## src/vpa_pkg.sv

```systemverilog
// Shared constants, codes and types of the partition allocator.
`timescale 1ns / 1ps
`default_nettype none
package vpa_pkg;
  localparam int MAX_ENTRIES = 64;
  localparam int SIZE_BITS   = 20;
  localparam int OWNER_BITS  = 8;
  localparam int IDX_W       = $clog2(MAX_ENTRIES);
  localparam int CNT_W       = $clog2(MAX_ENTRIES + 1);

  localparam logic [1:0] KIND_CLEAR   = 2'd0;
  localparam logic [1:0] KIND_APPEND  = 2'd1;
  localparam logic [1:0] KIND_ALLOC   = 2'd2;
  localparam logic [1:0] KIND_RELEASE = 2'd3;

  localparam logic [1:0] FIT_FIRST = 2'd0;
  localparam logic [1:0] FIT_BEST  = 2'd1;
  localparam logic [1:0] FIT_WORST = 2'd2;
  localparam logic [1:0] FIT_NONE  = 2'd3;

  localparam logic [2:0] ST_OK      = 3'd0;
  localparam logic [2:0] ST_NOFIT   = 3'd1;
  localparam logic [2:0] ST_NOOWNER = 3'd2;
  localparam logic [2:0] ST_FULL    = 3'd3;
  localparam logic [2:0] ST_ZERO    = 3'd4;

  typedef struct packed {
    logic [SIZE_BITS-1:0]  size;
    logic                  free;
    logic [OWNER_BITS-1:0] owner;
  } entry_t;

  localparam int ENTRY_W = $bits(entry_t);
endpackage
`default_nettype wire

```

## src/variable_partition_allocator.sv

```systemverilog
// Top level: partition table sequencer around one entry RAM.
// Clear and append complete on acceptance; allocate scans the table and, for a split,
// shifts the blocks above the chosen index up; release finds the owner, then frees and merges.
// Throughput: one request at a time; a new request is accepted only in the idle state.
// Reset clears the block count, total size and control; the RAM is not cleared.
`timescale 1ns / 1ps
`default_nettype none
module variable_partition_allocator
  import vpa_pkg::*;
(
  input  wire logic                 clk_i,
  input  wire logic                 rst_ni,
  input  wire logic                 in_valid_i,
  output logic                      in_stall_o,
  input  wire logic [1:0]           kind_i,
  input  wire logic [1:0]           strategy_i,
  input  wire logic [7:0]           owner_id_i,
  input  wire logic [SIZE_BITS-1:0] amount_i,
  output logic                      out_valid_o,
  input  wire logic                 out_stall_i,
  output logic [2:0]                status_o,
  output logic [IDX_W-1:0]          chosen_index_o,
  output logic [CNT_W-1:0]          entries_used_o
);
  localparam logic [2:0] S_IDLE  = 3'd0;
  localparam logic [2:0] S_SCAN  = 3'd1;
  localparam logic [2:0] S_SHIFT = 3'd2;
  localparam logic [2:0] S_FIXK  = 3'd3;
  localparam logic [2:0] S_FIXK1 = 3'd4;
  localparam logic [2:0] S_FIND  = 3'd5;
  localparam logic [2:0] S_MERGE = 3'd6;
  localparam logic [2:0] S_DONE  = 3'd7;

  logic [2:0]            state_q, state_d;
  logic [CNT_W-1:0]      ra_q, ra_d, used_q, used_d, wr_q, wr_d;
  logic                  rv_q, rv_d, found_q, found_d, pend_v_q, pend_v_d;
  logic [IDX_W-1:0]      rix_q, rix_d, pk_q, pk_d, ch_q, ch_d;
  logic [SIZE_BITS-1:0]  total_q, total_d, amt_q, amt_d, pksz_q, pksz_d;
  logic [1:0]            rule_q, rule_d;
  logic [OWNER_BITS-1:0] own_q, own_d;
  logic [2:0]            st_q, st_d;
  entry_t                pend_q, pend_d;
  logic                  ov_q, ov_d;
  logic [2:0]            ost_q, ost_d;
  logic [IDX_W-1:0]      och_q, och_d;
  logic [CNT_W-1:0]      oused_q, oused_d;

  logic                  we;
  logic [IDX_W-1:0]      waddr;
  entry_t                wdata, rdata;
  logic [ENTRY_W-1:0]    rdata_raw;

  vpa_ram #(.Width(ENTRY_W), .Depth(MAX_ENTRIES)) u_ram (
    .clk_i   (clk_i),
    .we_i    (we),
    .waddr_i (waddr),
    .wdata_i (wdata),
    .raddr_i (ra_q[IDX_W-1:0]),
    .rdata_o (rdata_raw)
  );
  assign rdata = entry_t'(rdata_raw);

  always_comb begin
    logic                 iss;
    logic                 cand;
    logic [SIZE_BITS:0]   sum;
    logic [SIZE_BITS-1:0] rest;
    entry_t               e;
    state_d = state_q; ra_d = ra_q; used_d = used_q; wr_d = wr_q;
    rv_d = 1'b0; found_d = found_q; pend_v_d = pend_v_q; rix_d = ra_q[IDX_W-1:0];
    pk_d = pk_q; ch_d = ch_q; total_d = total_q; amt_d = amt_q; pksz_d = pksz_q;
    rule_d = rule_q; own_d = own_q; st_d = st_q; pend_d = pend_q;
    ov_d = ov_q & out_stall_i; ost_d = ost_q; och_d = och_q; oused_d = oused_q;
    we = 1'b0; waddr = '0; wdata = '0;
    iss = 1'b0;
    sum = {1'b0, total_q} + {1'b0, amount_i};
    rest = pksz_q - amt_q;
    e = rdata;
    cand = 1'b0;
    unique case (state_q)
      S_IDLE: begin
        if (in_valid_i) begin
          rule_d = strategy_i; own_d = owner_id_i[OWNER_BITS-1:0]; amt_d = amount_i;
          st_d = ST_OK; ch_d = '0; ra_d = '0; found_d = 1'b0;
          state_d = S_DONE;
          unique case (kind_i)
            KIND_CLEAR: begin
              used_d = '0; total_d = '0;
            end
            KIND_APPEND: begin
              if (amount_i == '0) begin
                st_d = ST_ZERO;
              end else if (used_q == CNT_W'(MAX_ENTRIES) || sum[SIZE_BITS]) begin
                st_d = ST_FULL;
              end else begin
                we = 1'b1; waddr = used_q[IDX_W-1:0];
                wdata = '{size: amount_i, free: 1'b1, owner: '0};
                ch_d = used_q[IDX_W-1:0]; used_d = used_q + 1'b1;
                total_d = sum[SIZE_BITS-1:0];
              end
            end
            KIND_ALLOC: begin
              if (amount_i == '0) st_d = ST_ZERO;
              else if (strategy_i == FIT_NONE) st_d = ST_NOFIT;
              else state_d = S_SCAN;
            end
            default: state_d = S_FIND;
          endcase
        end
      end
      S_SCAN: begin
        iss = ra_q < used_q;
        if (iss) ra_d = ra_q + 1'b1;
        rv_d = iss;
        if (rv_q) begin
          cand = e.free && (e.size >= amt_q);
          if (cand && (!found_q || (rule_q == FIT_BEST && e.size < pksz_q) ||
                       (rule_q == FIT_WORST && e.size > pksz_q))) begin
            found_d = 1'b1; pk_d = rix_q; pksz_d = e.size;
          end
        end else if (!iss) begin
          if (!found_q) begin
            st_d = ST_NOFIT; state_d = S_DONE;
          end else if (rest != '0 && used_q != CNT_W'(MAX_ENTRIES)) begin
            ra_d = used_q - 1'b1; state_d = S_SHIFT;
          end else begin
            we = 1'b1; waddr = pk_q;
            wdata = '{size: pksz_q, free: 1'b0, owner: own_q};
            ch_d = pk_q; state_d = S_DONE;
          end
        end
      end
      S_SHIFT: begin
        iss = ra_q > {1'b0, pk_q};
        if (iss) ra_d = ra_q - 1'b1;
        rv_d = iss;
        if (rv_q) begin
          we = 1'b1; waddr = rix_q + 1'b1; wdata = e;
        end else if (!iss) begin
          state_d = S_FIXK;
        end
      end
      S_FIXK: begin
        we = 1'b1; waddr = pk_q;
        wdata = '{size: amt_q, free: 1'b0, owner: own_q};
        state_d = S_FIXK1;
      end
      S_FIXK1: begin
        we = 1'b1; waddr = pk_q + 1'b1;
        wdata = '{size: rest, free: 1'b1, owner: '0};
        used_d = used_q + 1'b1; ch_d = pk_q; state_d = S_DONE;
      end
      S_FIND: begin
        iss = ra_q < used_q;
        if (iss) ra_d = ra_q + 1'b1;
        rv_d = iss;
        if (rv_q) begin
          if (!e.free && e.owner == own_q) found_d = 1'b1;
        end else if (!iss) begin
          if (found_q) begin
            ra_d = '0; wr_d = '0; pend_v_d = 1'b0; state_d = S_MERGE;
          end else begin
            st_d = ST_NOOWNER; state_d = S_DONE;
          end
        end
      end
      S_MERGE: begin
        iss = ra_q < used_q;
        if (iss) ra_d = ra_q + 1'b1;
        rv_d = iss;
        if (rv_q) begin
          if (!e.free && e.owner == own_q) begin
            e.free = 1'b1; e.owner = '0;
          end
          if (pend_v_q && pend_q.free && e.free) begin
            pend_d.size = pend_q.size + e.size;
          end else begin
            if (pend_v_q) begin
              we = 1'b1; waddr = wr_q[IDX_W-1:0]; wdata = pend_q;
              wr_d = wr_q + 1'b1;
            end
            pend_d = e; pend_v_d = 1'b1;
          end
        end else if (!iss) begin
          we = 1'b1; waddr = wr_q[IDX_W-1:0]; wdata = pend_q;
          used_d = wr_q + 1'b1; state_d = S_DONE;
        end
      end
      S_DONE: begin
        if (!ov_q || !out_stall_i) begin
          ov_d = 1'b1; ost_d = st_q; och_d = ch_q; oused_d = used_q;
          state_d = S_IDLE;
        end
      end
      default: state_d = S_IDLE;
    endcase
  end

  always_ff @(posedge clk_i or negedge rst_ni) begin
    if (!rst_ni) begin
      state_q <= S_IDLE; used_q <= '0; total_q <= '0; rv_q <= 1'b0; ov_q <= 1'b0;
    end else begin
      state_q <= state_d; used_q <= used_d; total_q <= total_d; rv_q <= rv_d;
      ov_q <= ov_d;
    end
  end

  always_ff @(posedge clk_i) begin
    ra_q <= ra_d; wr_q <= wr_d; found_q <= found_d; pend_v_q <= pend_v_d;
    rix_q <= rix_d; pk_q <= pk_d; ch_q <= ch_d; amt_q <= amt_d; pksz_q <= pksz_d;
    rule_q <= rule_d; own_q <= own_d; st_q <= st_d; pend_q <= pend_d;
    ost_q <= ost_d; och_q <= och_d; oused_q <= oused_d;
  end

  assign in_stall_o     = (state_q != S_IDLE);
  assign out_valid_o    = ov_q;
  assign status_o       = ost_q;
  assign chosen_index_o = och_q;
  assign entries_used_o = oused_q;
endmodule
`default_nettype wire

```

## src/vpa_ram.sv

```systemverilog
// Generic single-write, single-read RAM with registered read data.
`timescale 1ns / 1ps
`default_nettype none
module vpa_ram #(
  parameter int Width = 8,
  parameter int Depth = 16
) (
  input  wire logic                     clk_i,
  input  wire logic                     we_i,
  input  wire logic [$clog2(Depth)-1:0] waddr_i,
  input  wire logic [Width-1:0]         wdata_i,
  input  wire logic [$clog2(Depth)-1:0] raddr_i,
  output logic      [Width-1:0]         rdata_o
);
  logic [Width-1:0] mem_q [Depth];

  always_ff @(posedge clk_i) begin
    if (we_i) begin
      mem_q[waddr_i] <= wdata_i;
    end
    rdata_o <= mem_q[raddr_i];
  end
endmodule
`default_nettype wire

```

## config.mk

```make
export PLATFORM = sky130hd
export DESIGN_NAME = variable_partition_allocator
export DESIGN_NICKNAME = d
export VERILOG_FILES = /design/src/vpa_pkg.sv /design/src/variable_partition_allocator.sv /design/src/vpa_ram.sv
export SDC_FILE = /design/constraint.sdc
export NUM_CORES = 2
export LEC_CHECK = 0
export CAP_MARGIN = 40
export CORE_AREA = 2 2 461 463
export CTS_CLUSTER_DIAMETER = 200
export CTS_CLUSTER_SIZE = 28
export DETAILED_ROUTE_END_ITERATION = 10
export DIE_AREA = 0 0 463 465
export DONT_BUFFER_PORTS = 1
export PLACE_DENSITY = 0.51
export SYNTH_ARGS = -nofsm -noshare
export SYNTH_HDL_FRONTEND = slang
export SYNTH_HIERARCHICAL = 1
export SYNTH_SLANG_ARGS = --single-unit
```

## constraint.sdc

```tcl
create_clock -name clk_i -period 7.96 [get_ports clk_i]
set_input_delay 1.592 -clock clk_i [delete_from_list [all_inputs] [get_ports clk_i]]
set_output_delay 1.592 -clock clk_i [all_outputs]
set_load 0.005 [all_outputs]
```

==> out/summary.log <==
[timing] Tightest Pin Transition 0.9327 ns
[critical_path] CP startpoint kind flip-flop
[timing] final worst hold slack 0.4174 ns
[job] max-capacitance violation count 0
[clock_network] CTS tree yes
[timing] Final TNS setup 0 ns
[yosys] dominant combinational cell family by area after synthesis multiplexers
[clock_network] clock root cell sky130_fd_sc_hd__clkbuf_16
[final_layout] share of cells above drive strength 1 17.91%
[clock_network] clock-pin slew reported for the worst setup and hold paths after clock tree synthesis 0.13 ns
[critical_path] arrival time of data at the critical path endpoint 7.02 ns
[critical_path] required time of the critical path 8.37 ns
[clock_network] clock latency on the worst-skew pair 0.81 ns
[yosys] multiplexer fraction of the synthesized cell area 13.51%
[final_layout] final-stage net count 4727
[yosys] post-synthesis register bit count 2049
[yosys] Post-synth EDFFs 1982
[critical_path] Worst Setup End Kind flip-flop
[critical_path] Max stage delay on crit path 0.63 ns
[pwr] reported leakage power 29.54 nW
[grt] wire length of the first global-routing pass 330.6 mm
[yosys] async set-or-reset flop fraction in the synthesized netlist 1.562%
[floorplanning] Top-Level Pins 54
[final_layout] most frequent cells in the layout 1982 x sky130_fd_sc_hd__edfxtp_1, 373 x sky130_fd_sc_hd__mux4_2, 291 x sky130_fd_sc_hd__mux2i_1, 140 x sky130_fd_sc_hd__buf_4, 133 x sky130_fd_sc_hd__o21ai_0
[floorplanning] total number of placement rows 169
[clock_network] number of gates resized after CTS 0
[timing] final-report max-slew violation count 0
[yosys] complex-gate fraction of the synthesized area 6.060%
[final_layout] relative area change from synthesis to final layout 9.117%
[yosys] Warnings, synthesis 6
[routing] DRT antenna net count 0
[critical_path] list of cells traversed by the critical path ha_1, fa_1, nand2b_1, a21oi_1, xor2_1, a2111oi_0, o2111ai_1, nor4b_1, nand4b_1, o21a_1, nor2_8, a221o_1, or3b_2, or2_2, nor2_4, buf_4
[yosys] Post-Syn Nets 4650
[pwr] PD cells 364.6 mW/mm^2
[worst_hold_path] path class of the lowest-slack min-delay path flip-flop to flip-flop
[yosys] post-synthesis share of cell area spent on and, or, nand and nor gates 3.043%
[grt] initial antenna violation count 22
[place] I/O Buffers 0
[yosys] cell count after synthesis 4489
[grt] All-Layer GR Usage 21.60%
[yosys] mean post-synth cell area 18.65 sq um
[routing] iteration count of the initial detailed-routing pass 7
[timing] Period minus WS final 6.609 ns
[final_layout] non-filler instance count after layout 7423
[timing] setup violation total in the final timing report 0
[timing] number of hold violations in the final report 0
[clock_network] maximum level of the CTS H-tree 3
[timing] Max-Slew Margin vs Limit 36.04%
[grt] number of global-route vias before repair 41890
[clock_network] number of post-CTS setup repair buffers 0
[routing] overall routed net length 235.8 mm
[yosys] post-synthesis xor/xnor area fraction 0.7637%
[place] detailed-placement wirelength estimate 149.2 mm
[routing] detailed-route DRC error count 0
[grt] maximum number of pins on one net before global-route repair 106
[clock_network] Num CTS Buffers 83
[routing] iteration-0 DRC count of the detailed router 4852
[yosys] fraction of the yosys area taken by sequential cells 72.89%
[floorplanning] horizontal extent of the die 463 um
[floorplanning] effective utilization at floorplan 39.71%
[timing] highest clock rate 151.3 MHz
[yosys] main flop type after synthesis sky130_fd_sc_hd__edfxtp_1
[floorplanning] overall die height 465 um
[status] outcome complete, no violations
[floorplanning] total die area 0.2153 sq mm
[routing] via density per instance 5.849
[critical_path] critical path's slowest cell sky130_fd_sc_hd__a2111oi_0
[pwr] VDD IR max 273.6 uV
[yosys] Cell variety after synth 83
[timing] Tcrit/Tclk final 83.02%
[yosys] mapped cell area 0.08372 sq mm
[clock_network] CTS Sinks 2049
[clock_network] clock buffer depth 3
[clock_network] CTS hold repair buffers 0
[place] placer congestion estimate 0.8645
[timing] RSZ-0062 raised after global routing no
[critical_path] maximum fanout encountered on the critical timing path 29
[floorplanning] core area 0.2108 sq mm
[yosys] adder and majority gate portion of the synthesized area 1.895%
[timing] Setup Skew 0.08025 ns
[grt] leftover overflow at the end of global routing 0
[routing] average wire per cell in the routed design 31.77 um
[final_layout] most common library cell in the layout ignoring fill and taps sky130_fd_sc_hd__edfxtp_1
[place] number of cells in the design after placement 7297
[critical_path] startpoint-to-endpoint class of the critical path flip-flop to flip-flop
[routing] vias post-DR 43420
## Yosys cell counts (66+ instances only)
cell type / count / area share (%)
sky130_fd_sc_hd__mux4_2: 373 / 10
sky130_fd_sc_hd__clkbuf_1: 92 / 0.41
sky130_fd_sc_hd__o22ai_1: 83 / 0.62
sky130_fd_sc_hd__o21ai_0: 133 / 0.80
sky130_fd_sc_hd__inv_1: 91 / 0.41
sky130_fd_sc_hd__nor2_1: 152 / 0.68
sky130_fd_sc_hd__a22oi_1: 110 / 0.99
sky130_fd_sc_hd__nand2_1: 129 / 0.58
sky130_fd_sc_hd__mux2i_1: 291 / 3.5
sky130_fd_sc_hd__edfxtp_1: 1982 / 71
sky130_fd_sc_hd__buf_2: 79 / 0.47
sky130_fd_sc_hd__ha_1: 122 / 1.8
sky130_fd_sc_hd__a31oi_1: 66 / 0.49
## metal layers
| metal | track usage [%] | up-vias | wire length, um |
|---|---|---|---|
| met1 | 31.84 | 23330 | 105100 |
| li1 | - | 18470 | - |
| met3 | 3.063 | 217 | 15200 |
| met4 | 6.135 | 0 | 6800 |
| met2 | 33.54 | 1407 | 108700 |
| met5 | 0 | - | 0 |
## path summary, 6_finish.rpt
path                            cells past startpoint                            to               start  slack (ns)
worst max-delay path                               16  u_ram/mem_q[28][1]$_DFFE_PP_  amt_q[0]$_DFFE_PP_        1.35
worst min-delay path                                0   chosen_index_o[3]$_DFFE_PP_   ch_q[3]$_DFFE_PP_        0.42
worst max register to register                     16  u_ram/mem_q[28][1]$_DFFE_PP_  amt_q[0]$_DFFE_PP_        1.35
worst min register to register                      0   chosen_index_o[3]$_DFFE_PP_   ch_q[3]$_DFFE_PP_        0.42
max in group asynchronous                           0         used_q[0]$_DFFE_PN0P_              rst_ni        7.36
min in group asynchronous                           0       total_q[15]$_DFFE_PN0P_              rst_ni        0.46
## power breakdown
| group | internal, mW | switching, mW | leakage, nW |
|---|---|---|---|
| Sequential | 14.1 | 0.435 | 18.9 |
| Combinational | 4.44 | 9.03 | 9.50 |
| Clock | 2.00 | 3.27 | 1.11 |
## logic make-up (layout without fill, tap and decap cells)
group           count (synthesis)  in the layout
simple gates                  526            526
mux                           664            664
xor+xnor                       73             73
other cells                     0              6
fa+ha+maj                     125            125
compound gates                730            730
flops                        2049           2049
buf+inv                       322            429
## layout make-up
class	count	area, sq um
fillers	18220	119500
flip-flops and latches	2049	61020
multi-input cells	2118	21760
well taps	2821	3530
repair buffers	222	2370
clock buffers	109	2217
inverters	92	345.3
clock inverters	6	88.84
diodes	6	15.01
## metrics by stage
step                total power, mW  instance area [sq um]  setup WS, ns  utilization [%]
floorplan                     22.15                  83720        0.8186                -
global placement              28.01                  88530         1.177            41.99
detailed placement            28.31                  88990         1.167            42.21
CTS                           33.51                  91300         1.417            43.31
global route                  34.54                  91340         1.219            43.32
finish                        33.30                  91350         1.351            43.33
## sequential cells by signal, indices dropped and copies added, names as in the netlist, 7 cells and up
register and flops:
total_q 20, wr_q 7, entries_used_o 7, used_q 7, u_ram/mem_q 1856, own_q 8
u_ram/rdata_o 29, ra_q 7, amt_q 20, pend_q 29, pksz_q 20
## critical path, delay by kind of cell, from the launching register on
family	cells	cell delay, ns
AO/OA/AOI/OAI	5	1.91
AND/OR/NAND/NOR	7	2.67
XOR/XNOR	1	0.11
flip-flops	1	0.44
buffers and inverters	1	0.39
adder cells (fa/ha/maj)	2	0.65
Note: power is estimated with default switching activity, not from simulation.
